$ cat src/hdl/assert_macros.svh
// Assertion macros for the sequencer top level
`ifndef ASSERT_MACROS_SVH
`define ASSERT_MACROS_SVH

// Checked on every clock edge outside reset
`define ASSERT_CLK(label, prop, msg) \
    label: assert property (@(posedge i_clk) disable iff (!i_rst_n) prop) \
        else $error(msg);

// Checked on every clock edge, reset included
`define ASSERT_ALWAYS(label, prop, msg) \
    label: assert property (@(posedge i_clk) prop) \
        else $error(msg);

`endif

$ cat src/hdl/ssq_pkg.sv
// Types and constants of the step sequencer square-wave synth
package ssq_pkg;

    localparam int MAX_ROWS = 6;

    typedef logic [15:0]        t_phase;
    typedef logic [15:0]        t_pattern;
    typedef logic [12:0]        t_count;
    typedef logic [3:0]         t_step;
    typedef logic signed [14:0] t_sample;
    typedef logic signed [3:0]  t_diff;
    typedef logic [2:0]         t_reg_idx;

    // Note increments per tick, row 0 first
    localparam t_phase ROW_FREQ [MAX_ROWS] = '{
        16'd330, 16'd294, 16'd261, 16'd220, 16'd196, 16'd147
    };

    localparam t_phase      SAMPLE_RATE = 16'd44100;
    localparam t_phase      HALF_RATE   = 16'd22050;
    localparam logic [13:0] ENV_LEN     = 14'd12000;
    localparam t_count      SPS_RESET   = 13'd5512;
    localparam t_sample     SAMPLE_MAX  = 15'sd9000;
    localparam t_sample     SAMPLE_MIN  = -15'sd9000;

    // Register map, one 32-bit word each
    localparam t_reg_idx REG_ROW0 = 3'd0;
    localparam t_reg_idx REG_ROW1 = 3'd1;
    localparam t_reg_idx REG_ROW2 = 3'd2;
    localparam t_reg_idx REG_ROW3 = 3'd3;
    localparam t_reg_idx REG_ROW4 = 3'd4;
    localparam t_reg_idx REG_ROW5 = 3'd5;
    localparam t_reg_idx REG_SPS  = 3'd6;

    // Per-tick request to the mixer
    typedef struct packed {
        logic [MAX_ROWS-1:0] row_on;
        t_count              n;
    } t_mix_ctl;

endpackage

$ cat src/hdl/ssq_if.sv
// Tick and sample channel interfaces

interface ssq_in_if;
    logic valid;
    logic ready;
    logic last_in_block;

    modport source (output valid, output last_in_block, input ready);
    modport sink   (input valid, input last_in_block, output ready);
endinterface

interface ssq_out_if;
    logic             valid;
    logic             ready;
    ssq_pkg::t_sample sample;
    ssq_pkg::t_step   current_step;
    logic             step_advanced;
    logic             block_last;

    modport source (output valid, output sample, output current_step,
                    output step_advanced, output block_last, input ready);
    modport sink   (input valid, input sample, input current_step,
                    input step_advanced, input block_last, output ready);
endinterface

$ cat src/hdl/ssq_mixer.sv
// Square-wave mixer: row vote times decaying envelope, divided by 8
module ssq_mixer #(
    parameter int ROWS = 6
) (
    input  ssq_pkg::t_mix_ctl         i_ctl,
    input  ssq_pkg::t_phase [ROWS-1:0] i_phase,
    output ssq_pkg::t_sample          o_sample
);

    logic [2:0]         w_hi;
    logic [2:0]         w_lo;
    ssq_pkg::t_diff     w_diff;
    logic [13:0]        w_env;
    logic signed [18:0] w_prod;
    logic signed [18:0] w_bias;
    logic signed [18:0] w_quot;

    always_comb begin
        w_hi = '0;
        w_lo = '0;
        for (int r = 0; r < ROWS; r++) begin
            if (i_ctl.row_on[r]) begin
                if (i_phase[r] < ssq_pkg::HALF_RATE) begin
                    w_hi = w_hi + 3'd1;
                end else begin
                    w_lo = w_lo + 3'd1;
                end
            end
        end
    end

    assign w_diff = signed'({1'b0, w_hi}) - signed'({1'b0, w_lo});

    // n never reaches the envelope end in practice; kept for completeness
    assign w_env = ({1'b0, i_ctl.n} < ssq_pkg::ENV_LEN)
                 ? ssq_pkg::ENV_LEN - {1'b0, i_ctl.n} : 14'd0;

    assign w_prod = 19'(w_diff) * 19'(signed'({1'b0, w_env}));

    // truncate toward zero
    assign w_bias = w_prod + (w_prod[18] ? 19'sd7 : 19'sd0);
    assign w_quot = w_bias >>> 3;

    assign o_sample = ssq_pkg::t_sample'(w_quot[14:0]);

endmodule

$ cat src/hdl/step_sequencer_square_synth.sv
// Step sequencer square-wave synth top level with APB register file
//
//  channel  dir  handshake         payload
//  i_in     in   valid/ready       last_in_block
//  o_out    out  valid/ready       sample, current_step, step_advanced, block_last
//  apb      in   psel/penable      paddr, pwdata -> prdata (pready tied high)
//
// One tick per cycle while the output register is free; the result appears in the cycle after its transfer.
// The only stage is the output register; ticks keep flowing while it is
// empty or being taken in the same cycle.
// Synchronous active-low reset: step, sample count and phases go to zero,
// patterns to zero, step length to 5512 ticks.
module step_sequencer_square_synth #(
    parameter int STEPS = 16,
    parameter int ROWS  = 6
) (
    input  logic                i_clk,
    input  logic                i_rst_n,
    ssq_in_if.sink              i_in,
    ssq_out_if.source           o_out,
    input  logic                psel,
    input  logic                penable,
    input  logic                pwrite,
    input  logic [4:0]          paddr,
    input  logic [31:0]         pwdata,
    output logic [31:0]         prdata,
    output logic                pready
);

    `include "assert_macros.svh"

    localparam ssq_pkg::t_step STEP_LAST = 4'(STEPS - 1);

    ssq_pkg::t_pattern r_pattern [ssq_pkg::MAX_ROWS];
    ssq_pkg::t_count   r_sps;
    ssq_pkg::t_step    r_step;
    ssq_pkg::t_count   r_n;
    ssq_pkg::t_phase [ROWS-1:0] r_phase;

    logic              r_out_valid;
    ssq_pkg::t_sample  r_sample;
    ssq_pkg::t_step    r_cur;
    logic              r_adv;
    logic              r_last;

    logic              w_in_ready;
    logic              w_in_fire;
    logic              w_cfg_wr;
    ssq_pkg::t_reg_idx w_idx;
    logic [13:0]       w_next_n;
    logic              w_adv;
    ssq_pkg::t_step    n_step;
    ssq_pkg::t_mix_ctl w_ctl;
    ssq_pkg::t_sample  w_sample;
    ssq_pkg::t_phase [ROWS-1:0] n_phase;

    // ---------------- register file ----------------
    assign pready   = 1'b1;
    assign w_idx    = paddr[4:2];
    assign w_cfg_wr = psel && penable && pwrite;

    always_ff @(posedge i_clk) begin
        if (!i_rst_n) begin
            for (int r = 0; r < ssq_pkg::MAX_ROWS; r++) begin
                r_pattern[r] <= '0;
            end
            r_sps <= ssq_pkg::SPS_RESET;
        end else if (w_cfg_wr) begin
            unique case (w_idx)
                ssq_pkg::REG_ROW0: r_pattern[0] <= pwdata[15:0];
                ssq_pkg::REG_ROW1: r_pattern[1] <= pwdata[15:0];
                ssq_pkg::REG_ROW2: r_pattern[2] <= pwdata[15:0];
                ssq_pkg::REG_ROW3: r_pattern[3] <= pwdata[15:0];
                ssq_pkg::REG_ROW4: r_pattern[4] <= pwdata[15:0];
                ssq_pkg::REG_ROW5: r_pattern[5] <= pwdata[15:0];
                ssq_pkg::REG_SPS:  r_sps        <= pwdata[12:0];
                default: ;
            endcase
        end
    end

    always_comb begin
        unique case (w_idx)
            ssq_pkg::REG_ROW0: prdata = {16'd0, r_pattern[0]};
            ssq_pkg::REG_ROW1: prdata = {16'd0, r_pattern[1]};
            ssq_pkg::REG_ROW2: prdata = {16'd0, r_pattern[2]};
            ssq_pkg::REG_ROW3: prdata = {16'd0, r_pattern[3]};
            ssq_pkg::REG_ROW4: prdata = {16'd0, r_pattern[4]};
            ssq_pkg::REG_ROW5: prdata = {16'd0, r_pattern[5]};
            ssq_pkg::REG_SPS:  prdata = {19'd0, r_sps};
            default:           prdata = '0;
        endcase
    end

    // ---------------- tick datapath ----------------
    assign w_in_ready = !r_out_valid || o_out.ready;
    assign w_in_fire  = i_in.valid && w_in_ready;
    assign i_in.ready = w_in_ready;

    // zero tempo behaves as one: compare is >= against the raw register
    assign w_next_n = {1'b0, r_n} + 14'd1;
    assign w_adv    = w_next_n >= {1'b0, r_sps};
    assign n_step   = (r_step == STEP_LAST) ? '0 : r_step + 4'd1;

    always_comb begin
        for (int r = 0; r < ssq_pkg::MAX_ROWS; r++) begin
            w_ctl.row_on[r] = r_pattern[r][r_step];
        end
        w_ctl.n = r_n;
    end

    ssq_mixer #(
        .ROWS (ROWS)
    ) u_mixer (
        .i_ctl    (w_ctl),
        .i_phase  (r_phase),
        .o_sample (w_sample)
    );

    // phase accumulators, modulo the sample rate by one conditional subtract
    always_comb begin
        logic [16:0] sum;
        for (int r = 0; r < ROWS; r++) begin
            sum = {1'b0, r_phase[r]} + {1'b0, ssq_pkg::ROW_FREQ[r]};
            if (sum >= {1'b0, ssq_pkg::SAMPLE_RATE}) begin
                n_phase[r] = 16'(sum - {1'b0, ssq_pkg::SAMPLE_RATE});
            end else begin
                n_phase[r] = sum[15:0];
            end
        end
    end

    always_ff @(posedge i_clk) begin
        if (!i_rst_n) begin
            r_step      <= '0;
            r_n         <= '0;
            r_phase     <= '0;
            r_out_valid <= 1'b0;
        end else begin
            if (w_in_fire) begin
                if (w_adv) begin
                    r_step  <= n_step;
                    r_n     <= '0;
                    r_phase <= '0;
                end else begin
                    r_n     <= w_next_n[12:0];
                    r_phase <= n_phase;
                end
                r_out_valid <= 1'b1;
            end else if (o_out.ready) begin
                r_out_valid <= 1'b0;
            end
        end
    end

    always_ff @(posedge i_clk) begin
        if (w_in_fire) begin
            r_sample <= w_sample;
            r_cur    <= r_step;
            r_adv    <= w_adv;
            r_last   <= i_in.last_in_block;
        end
    end

    assign o_out.valid         = r_out_valid;
    assign o_out.sample        = r_sample;
    assign o_out.current_step  = r_cur;
    assign o_out.step_advanced = r_adv;
    assign o_out.block_last    = r_last;

    // ---------------- assertions ----------------
    `ASSERT_CLK(a_adv_clears_count, w_in_fire && w_adv |=> r_n == '0,
        "sample count not cleared on step advance")
    `ASSERT_CLK(a_hold_step, w_in_fire && !w_adv |=> r_step == $past(r_step),
        "step moved without advance")
    `ASSERT_CLK(a_step_range, r_step <= STEP_LAST, "step index past last step")
    `ASSERT_CLK(a_sample_range,
        r_out_valid |-> (r_sample <= ssq_pkg::SAMPLE_MAX && r_sample >= ssq_pkg::SAMPLE_MIN),
        "sample out of range")

    for (genvar g = 0; g < ROWS; g++) begin : g_phase_chk
        `ASSERT_CLK(a_phase_range, r_phase[g] < ssq_pkg::SAMPLE_RATE,
            "phase accumulator past sample rate")
    end

endmodule
$ cat src/flat_wrapper.sv
// flat-port wrapper written by rule: the top's interface ports become plain ports
module step_sequencer_square_synth_flat 
#(
    parameter int STEPS = 16,
    parameter int ROWS  = 6
)
  (i_clk, i_rst_n, psel, penable, pwrite, paddr, pwdata, prdata, pready, i_in_valid, i_in_last_in_block, i_in_ready, o_out_valid, o_out_sample, o_out_current_step, o_out_step_advanced, o_out_block_last, o_out_ready);
  ssq_in_if i_in_i ();
  ssq_out_if o_out_i ();
  input  logic i_clk;
  input  logic i_rst_n;
  input  logic psel;
  input  logic penable;
  input  logic pwrite;
  input  logic [4:0] paddr;
  input  logic [31:0] pwdata;
  output logic [31:0] prdata;
  output logic pready;
  input wire logic [$bits(i_in_i.valid)-1:0] i_in_valid;
  input wire logic [$bits(i_in_i.last_in_block)-1:0] i_in_last_in_block;
  output wire logic [$bits(i_in_i.ready)-1:0] i_in_ready;
  output wire logic [$bits(o_out_i.valid)-1:0] o_out_valid;
  output wire logic [$bits(o_out_i.sample)-1:0] o_out_sample;
  output wire logic [$bits(o_out_i.current_step)-1:0] o_out_current_step;
  output wire logic [$bits(o_out_i.step_advanced)-1:0] o_out_step_advanced;
  output wire logic [$bits(o_out_i.block_last)-1:0] o_out_block_last;
  input wire logic [$bits(o_out_i.ready)-1:0] o_out_ready;
  assign i_in_i.valid = i_in_valid;
  assign i_in_i.last_in_block = i_in_last_in_block;
  assign i_in_ready = i_in_i.ready;
  assign o_out_valid = o_out_i.valid;
  assign o_out_sample = o_out_i.sample;
  assign o_out_current_step = o_out_i.current_step;
  assign o_out_step_advanced = o_out_i.step_advanced;
  assign o_out_block_last = o_out_i.block_last;
  assign o_out_i.ready = o_out_ready;
  step_sequencer_square_synth #(.STEPS(STEPS), .ROWS(ROWS)) u_core (.i_clk(i_clk), .i_rst_n(i_rst_n), .i_in(i_in_i), .o_out(o_out_i), .psel(psel), .penable(penable), .pwrite(pwrite), .paddr(paddr), .pwdata(pwdata), .prdata(prdata), .pready(pready));
endmodule
$ cat config.mk
export PLATFORM = sky130hd
export DESIGN_NAME = step_sequencer_square_synth_flat
export DESIGN_NICKNAME = d
export VERILOG_FILES = /design/src/hdl/ssq_pkg.sv /design/src/hdl/ssq_if.sv /design/src/hdl/ssq_mixer.sv /design/src/hdl/step_sequencer_square_synth.sv /design/src/flat_wrapper.sv
export VERILOG_INCLUDE_DIRS = /design/src /design/src/hdl
export SDC_FILE = /design/constraint.sdc
export NUM_CORES = 1
export LEC_CHECK = 0
export ABC_CLOCK_PERIOD_IN_PS = 12300
export BUFFER_PORTS_ARGS = -buffer_cell sky130_fd_sc_hd__buf_2
export CAP_MARGIN = 20
export CORE_ASPECT_RATIO = 0.7
export CORE_MARGIN = 5
export CORE_UTILIZATION = 55
export CTS_BUF_LIST = sky130_fd_sc_hd__clkbuf_8
export CTS_CLUSTER_SIZE = 12
export DETAILED_ROUTE_END_ITERATION = 12
export PLACE_DENSITY = 0.73
export SETUP_SLACK_MARGIN = 0.1
export SLEW_MARGIN = 20
export SYNTH_ARGS = -nofsm -noshare
export SYNTH_HDL_FRONTEND = slang
export SYNTH_SLANG_ARGS = --single-unit
$ cat constraint.sdc
create_clock -name i_clk -period 12.3 [get_ports i_clk]
set_input_delay 3.075 -clock i_clk [delete_from_list [all_inputs] [get_ports i_clk]]
set_output_delay 3.075 -clock i_clk [all_outputs]
set_load 0.05 [all_outputs]
==> results of run 1 <==
[logic make-up (layout without fill, tap and decap cells)]
kind of cell               count (synthesis)  in the layout  synth area share, %
DFF                                      238            238                 31.4
buffers and inverters                    255            262                 5.70
muxes                                     80             80                 6.99
xor gates and xnor gates                 146            146                 6.77
adders and majority gates                114            114                 8.55
and+or+nand+nor                          753            753                 20.0
AOI/OAI and AO/OA                        597            597                 20.5
other                                      2             17               0.0397
[per-stage QoR]
step / hold WS, ns / util [%] / power (uW)
2_1_floorplan: 0.406 / - / 2180
3_3_place_gp: 0.462 / 57.6 / 2420
3_5_place_dp: 0.473 / 57.6 / 2460
4_1_cts: 0.481 / 60.0 / 3200
5_1_grt: 0.503 / 60.0 / 3440
6_report: 0.482 / 60.0 / 3190
[critical path, delay by kind of cell (launching register included)]
kind / cells / cell delay (ns)
fa+ha+maj: 10 / 3.60
compound gates: 10 / 2.28
mux: 5 / 1.71
simple gates: 7 / 1.61
flops: 1 / 0.84
xor+xnor: 3 / 0.56
buf+inv: 4 / 0.51
[cell type report]
| type | instances | area, um^2 | area share, % |
|---|---|---|---|
| clock buffers | 45 | 619 | 3.06 |
| clock inverters | 31 | 190 | 0.941 |
| inverters | 94 | 353 | 1.75 |
| multi-input cells | 1707 | 12000 | 59.4 |
| flip-flops and latches | 238 | 5940 | 29.4 |
| well taps | 464 | 581 | 2.87 |
| repair buffers | 92 | 528 | 2.61 |
[metal layers]
metal / global-route usage, % / wire length [um] / vias up
li1: - / - / 7884
met2: 39.7 / 21600 / 666
met3: 4.84 / 4220 / 80
met5: 0 / 13 / -
met4: 6.31 / 936 / 2
met1: 36.5 / 22300 / 7887
[flip-flops by register name (all words and copies together) (netlist names)]
register / flops
u_core.o_out.block_last: 1
u_core.r_n: 13
u_core.r_sps: 13
u_core.o_out.step_advanced: 1
u_core.r_phase: 90
u_core.o_out.valid: 1
u_core.o_out.current_step: 4
u_core.r_step: 4
u_core.r_pattern: 96
u_core.o_out.sample: 15
[Yosys cell counts (all sizes together) (7+ instances only)]
master	n	area, um^2
mux2i	25	250
fa	26	521
a31oi	30	188
a22oi	9	67.6
o31ai	15	126
nand2	202	761
xor2	42	368
nor4	13	81.3
a21oi	171	860
xnor2	104	911
a211oi	25	203
and2	124	776
nor2	155	584
a211o	8	70.1
o211ai	29	218
nand4	19	119
mux2	15	169
a2111oi	7	61.3
nor2b	20	125
mux4	40	901
inv	91	342
nand3b	11	82.6
o22ai	19	119
nor3	37	185
edfxtp	117	3510
nand3	60	300
and3	22	138
ha	85	1060
a21o	33	248
nand2b	25	156
dfxtp	121	2420
o21a	15	113
or2	7	43.8
or3	31	194
o41ai	7	87.6
clkbuf	111	418
o21ai	140	701
buf	49	297
[path summary, 6_finish.rpt]
| kind | slack, ns | end |
|---|---|---|
| max reg2reg | 0.87 | u_core.o_out.sample[14]$_DFFE_PP_ |
| min reg2reg | 0.48 | u_core.r_phase[55]$_SDFFE_PN0P_ |
| max | 0.87 | u_core.o_out.sample[14]$_DFFE_PP_ |
| min | 0.48 | u_core.r_phase[55]$_SDFFE_PN0P_ |
[power groups by stage]
| stage | Sequential, uW | Combinational, uW | Clock, uW |
|---|---|---|---|
| after floorplan | 1090 | 1090 | 0 |
| after global placement | 1040 | 1380 | 0 |
| after detailed placement | 1040 | 1420 | 0 |
| after CTS | 1030 | 1430 | 746 |
| after global routing | 1040 | 1610 | 788 |
| final | 1030 | 1430 | 730 |
==> results by group, run 1 <==
STA
  – Fin worst setup slack: 0.870 ns
  – Max Slew Vio Count: 0
  – Worst slew pin tran: about 1.1 ns
  – Final setup viols: 0
  – F_max: 87.5 MHz
  – Final Hold Viols: 0
  – Setup repair after global routing missed its margin: false
  – Min Tclk post-route: between 10 and 15 ns
  – Setup TNS: 0 ns
  – Slew Limit Headroom: between 20% and 30%
  – Clk_skew: 0.0477 ns
  – Final worst-path cycle share: 92.9%

Critical path
  – Most used cell, CP: ha_1
  – Critical Path Fanout Max: 12
  – RR Startpoint: u_core.r_step[1]$_SDFFE_PN0P_
  – Cells on worst reg2reg path: 39
  – Slowest-stage cell, CP: dfxtp_1
  – Crit Path Category: flop to flop
  – Critical Path AT: 11.75 ns
  – Worst path max stage delay: 0.84 ns
  – Worst Setup Start Kind: flop
  – CP startpoint: u_core.r_step[1]$_SDFFE_PN0P_
  – Crit path required time: 12.62 ns
  – Worst setup EP type: flop

CTS
  – CTS tree: yes
  – Clock tree root driver cell: clkbuf_8
  – CTS Buffer Depth: 3
  – Cts hold-fix bufs: 0
  – CTS HTree Levels: 2
  – PostCTS Resize Cnt: 0
  – Clock Latency Late Sink: 0.62 ns
  – Clk slew on worst S/H paths: 0.06 ns
  – Post-CTS Setup Bufs: 0
  – Clock buffers created by TritonCTS: 41
  – CTS Sinks: 238

Die
  – Core Area: 33700 um^2
  – Site Rows: 56
  – Die height: approximately 170 um
  – Die width: roughly 230 um
  – Die ar.: 38200 um^2
  – Initial Utilization: between 50 and 60%
  – # IOs: 101

Status
  – Status: complete, no violations

Layout
  – FILL cells: 2952
  – Post-Layout Cell Count: 2671
  – Commonest non-fill, non-tap cell in the layout: nand2_1
  – Most frequent cells in the layout: 200 x nand2_1, 169 x a21oi_1, 153 x nor2_1
  – Fin nets: 2330
  – ANT cells: 0
  – Share of cells above drive strength 1: 11.1%
  – Final instance area: 20200 um^2
  – Layout area overhead: 6.98%

Global routing
  – Vias in the first global route: 15600
  – First-pass GRT wire length: 80.1 mm
  – Initial antenna violation count: 1
  – Total Routing Usage GR: 25.3%
  – Total grt overflow: 0
  – Largest net degree at the start of global routing: 62

Synth
  – Synth Register Bits: 238
  – Syn Area/Cell: 8.65 um^2
  – Synth warn: 0
  – Yosys cell types: 100
  – Register area share after synthesis: 31.4%
  – Synthesized area: 18900 um^2
  – Post-synth ARST share: 0%
  – Number of flops mapped to enable cells by yosys: 117
  – Top_reg_cell synth: dfxtp_1
  – Mapped Cells: around 2200

Place
  – Gpl congestion: 0.923
  – Final HPWL DP: 34.6 mm
  – Dpl ws: 0.993 ns
  – Dpl cells: 2595
  – IO buf count: 65
  – DP Area: 19400 um^2

Power
  – P_int: 1860 uW
  – P per Cell Area: 158 nW/um^2
  – Max VDD drop: between 200 and 250 uV
  – Sw Pwr: 1320 uW
  – Leakage: 0.00749 uW
  – Sequential share of power: 32.3%
  – Sw Ratio: between 40% and 50%
  – Clock power share: approximately 23%
  – Combinational Power Share: ~45%

Detailed routing
  – Via density: roughly 6.2
  – Initial DRC count: 1709
  – Drt pass-1 iters: 5
  – DR DRC count: 0
  – Final WL: 49.1 mm
  – DRT antenna net count: 0
  – Vias: 16500
  – Routed WL per cell: ~18 um

Hold path
  – Hold_sp: u_core.r_phase[55]$_SDFFE_PN0P_
  – WHS Path Cells: 2
  – Hold Path Class: flop to flop

Flow run
  – Max cap viols: 0
Note: power is estimated with default switching activity, not from simulation.
==> inputs of run 2 (changes only) <==
--- a/config.mk
+++ b/config.mk
@@ -9,13 +9,15 @@
 export ABC_CLOCK_PERIOD_IN_PS = 12300
 export BUFFER_PORTS_ARGS = -buffer_cell sky130_fd_sc_hd__buf_2
 export CAP_MARGIN = 20
+export CELL_PAD_IN_SITES_DETAIL_PLACEMENT = 2
+export CELL_PAD_IN_SITES_GLOBAL_PLACEMENT = 2
 export CORE_ASPECT_RATIO = 0.7
 export CORE_MARGIN = 5
-export CORE_UTILIZATION = 55
+export CORE_UTILIZATION = 40
 export CTS_BUF_LIST = sky130_fd_sc_hd__clkbuf_8
 export CTS_CLUSTER_SIZE = 12
 export DETAILED_ROUTE_END_ITERATION = 12
-export PLACE_DENSITY = 0.73
+export PLACE_DENSITY_LB_ADDON = 0.1
 export SETUP_SLACK_MARGIN = 0.1
 export SLEW_MARGIN = 20
 export SYNTH_ARGS = -nofsm -noshare
==> constraint.sdc (replaced) <==
create_clock -name i_clk -period 12.3 [get_ports i_clk]
set_input_delay 1.23 -clock i_clk [delete_from_list [all_inputs] [get_ports i_clk]]
set_output_delay 1.23 -clock i_clk [all_outputs]
set_load 0.05 [all_outputs]
==> run 2 against run 1 <==
  * Setup slack improved by 0.029 ns
  * Die area grew 35%
  * Flip-flop and latch count unchanged
  * Critical path type unchanged
  * Largest cell class unchanged
  * Largest power group unchanged
==> results by group, run 2 (synthesized netlist as in run 1, its figures left out) <==
Place
  – IO buf count: 65 (unchanged)
  – Dpl cells: 2739 (was 2595)
  – Final HPWL DP: 46.6 mm (was 34.6 mm)
  – Gpl congestion: 0.838 (was 0.923)

STA
  – Clk_skew: 0.0538 ns (was 0.0477 ns)
  – Min Tclk post-route: 11.40 ns (was 11.43 ns)
  – Final Hold Viols: 0 (unchanged)
  – Final worst-path cycle share: 92.7% (was 92.9%)
  – Slew Limit Headroom: 26.2% (was 26.5%)
  – Final setup viols: 0 (unchanged)
  – Setup TNS: 0 ns (unchanged)
  – Worst slew pin tran: 1.10 ns (was 1.09 ns)
  – Setup repair after global routing missed its margin: false (unchanged)
  – F_max: 87.7 MHz (was 87.5 MHz)
  – Max Slew Vio Count: 0 (unchanged)

Power
  – Power, Total: 3390 uW (was 3190 uW)
  – Clock power share: 24.6% (was 22.9%)
  – P per Cell Area: 165 nW/um^2 (was 158 nW/um^2)
  – Sw Pwr: 1440 uW (was 1320 uW)
  – Combinational Power Share: 44.8% (about the same)
  – Sw Ratio: 42.6% (was 41.5%)
  – Sequential share of power: 30.6% (was 32.3%)
  – Leakage: 0.00758 uW (was 0.00749 uW)
  – Max VDD drop: 158 uV (was 230 uV)
  – P_int: 1950 uW (was 1860 uW)

Global routing
  – Busiest grt layer: met2 (unchanged)
  – First-pass GRT wire length: 104 mm (was 80.1 mm)
  – GR Util met2: 41.7% (was 39.7%)
  – Total Routing Usage GR: 24.6% (was 25.3%)
  – Met3 usage in global routing: 3.10% (was 4.84%)
  – Largest net degree at the start of global routing: 53 (was 62)
  – Vias in the first global route: 18200 (was 15600)
  – Initial antenna violation count: 1 (unchanged)
  – Total grt overflow: 0 (unchanged)
  – Met1 GRT Util: 34.1% (was 36.5%)

CTS
  – Clk slew on worst S/H paths: 0.06 ns (about the same)
  – CTS tree: yes (unchanged)
  – Clock Latency Late Sink: 0.62 ns (about the same)
  – CTS HTree Levels: 2 (unchanged)
  – CTS Buffer Depth: 3 (unchanged)
  – Clock buffers created by TritonCTS: 44 (was 41)
  – Clock tree root driver cell: clkbuf_8 (unchanged)
  – Post-CTS Setup Bufs: 0 (unchanged)
  – CTS Sinks: 238 (unchanged)

Detailed routing
  – Via density: 6.02 (was 6.18)
  – Drt pass-1 iters: 5 (unchanged)
  – DRT antenna net count: 0 (unchanged)
  – Routed WL per cell: 23.1 um (was 18.4 um)
  – Initial DRC count: 1111 (was 1709)
  – DR DRC count: 0 (unchanged)
  – Final WL: 65.2 mm (was 49.1 mm)
  – Vias: 17000 (was 16500)

Critical path
  – Worst Setup Start Kind: flop (unchanged)
  – Slowest-stage cell, CP: fa_1 (was dfxtp_1)
  – Worst path max stage delay: 0.55 ns (was 0.84 ns)
  – Most used cell, CP: ha_1 (unchanged)
  – Critical Path AT: 11.76 ns (was 11.75 ns)
  – Worst setup EP type: flop (unchanged)
  – Crit path required time: 12.65 ns (was 12.62 ns)
  – Crit Path Category: flop to flop (unchanged)
  – Critical Path Fanout Max: 29 (was 12)

Layout
  – Commonest non-fill, non-tap cell in the layout: nand2_1 (unchanged)
  – Most flop-heavy register: u_core.r_pattern (unchanged)
  – Layout area overhead: 8.84% (was 6.98%)
  – Share of cells above drive strength 1: 11.3% (was 11.1%)
  – Max FFs per register: 96 (unchanged)
  – Post-Layout Cell Count: 2824 (was 2671)
  – Most frequent cells in the layout: 199 x nand2_1, 169 x a21oi_1, 152 x nor2_1 (was 200 x nand2_1, 169 x a21oi_1, 153 x nor2_1)
  – Fin nets: 2331 (was 2330)

Die
  – Die width: 270 um (was 232 um)
  – Core Area: 46600 um^2 (was 33700 um^2)
  – Initial Utilization: 40.6% (was 56.1%)
  – Site Rows: 66 (was 56)
  – Die ar.: 51800 um^2 (was 38200 um^2)
  – Die height: 192 um (was 165 um)
  – # IOs: 101 (unchanged)

Status
  – Status: complete, no violations (unchanged)

Hold path
  – Hold Path Class: flop to flop (unchanged)

Flow run
  – Max cap viols: 0 (unchanged)
run 2: cell type report:
type                            count  area [um^2]
Multi-Input combinational cell   1707        12000
Fill cell                        5168        26000
Clock inverter                     32          238
Sequential cell                   238         5940
Clock buffer                       50          688
Timing Repair Buffer               90          542
Inverter                           94          354
Antenna cell                        1         2.50
Tap cell                          612          766
run 2: power by group through the flow:
stage | registers [uW] | clock network [uW] | logic (uW)
floorplan | 1090 | 0 | 1090
global placement | 1050 | 0 | 1420
detailed placement | 1050 | 0 | 1500
CTS | 1040 | 862 | 1520
global route | 1050 | 898 | 1700
finish | 1040 | 834 | 1520
run 2: metal layers:
metal	up-vias	share of wire, %	routed length [um]
li1	7876	-	-
met1	8740	47	30900
met5	-	0.021	14
met4	2	1.9	1230
met2	288	47	30600
met3	83	3.8	2460
run 2: path summary, 6_finish.rpt:
path                            cells past startpoint                            start  slack [ns]                           endpoint
worst min-delay path                                2  u_core.r_phase[55]$_SDFFE_PN0P_        0.48    u_core.r_phase[55]$_SDFFE_PN0P_
worst max register to register                     40    u_core.r_step[0]$_SDFFE_PN0P_        0.90  u_core.o_out.sample[14]$_DFFE_PP_
worst max-delay path                               40    u_core.r_step[0]$_SDFFE_PN0P_        0.90  u_core.o_out.sample[14]$_DFFE_PP_
worst min register to register                      2  u_core.r_phase[55]$_SDFFE_PN0P_        0.48    u_core.r_phase[55]$_SDFFE_PN0P_
run 2: through the flow:
stage | util [%] | instance area (um^2) | setup WS [ns] | hold WS [ns]
floorplan | - | 19000 | 2.42 | 0.406
detailed placement | 42.0 | 19600 | 0.502 | 0.479
global route | 44.2 | 20600 | 0.178 | 0.509
finish | 44.2 | 20600 | 0.899 | 0.484
global placement | 42.0 | 19600 | 1.07 | 0.469
CTS | 44.0 | 20500 | 0.504 | 0.488
run 2: critical path: cells and delay by family (launching register included):
family          cells  cell delay (ns)
fa+ha+maj          10             3.63
compound gates     10             2.39
mux                 5             1.96
simple gates        7             1.44
buf+inv             5             0.77
xor+xnor            3             0.55
flops               1             0.37
run 2: timing repair:
item                                    CTS  global route
hold buffers                              0             0
endpoints found under the setup margin    0             4
resized for setup                         0             3
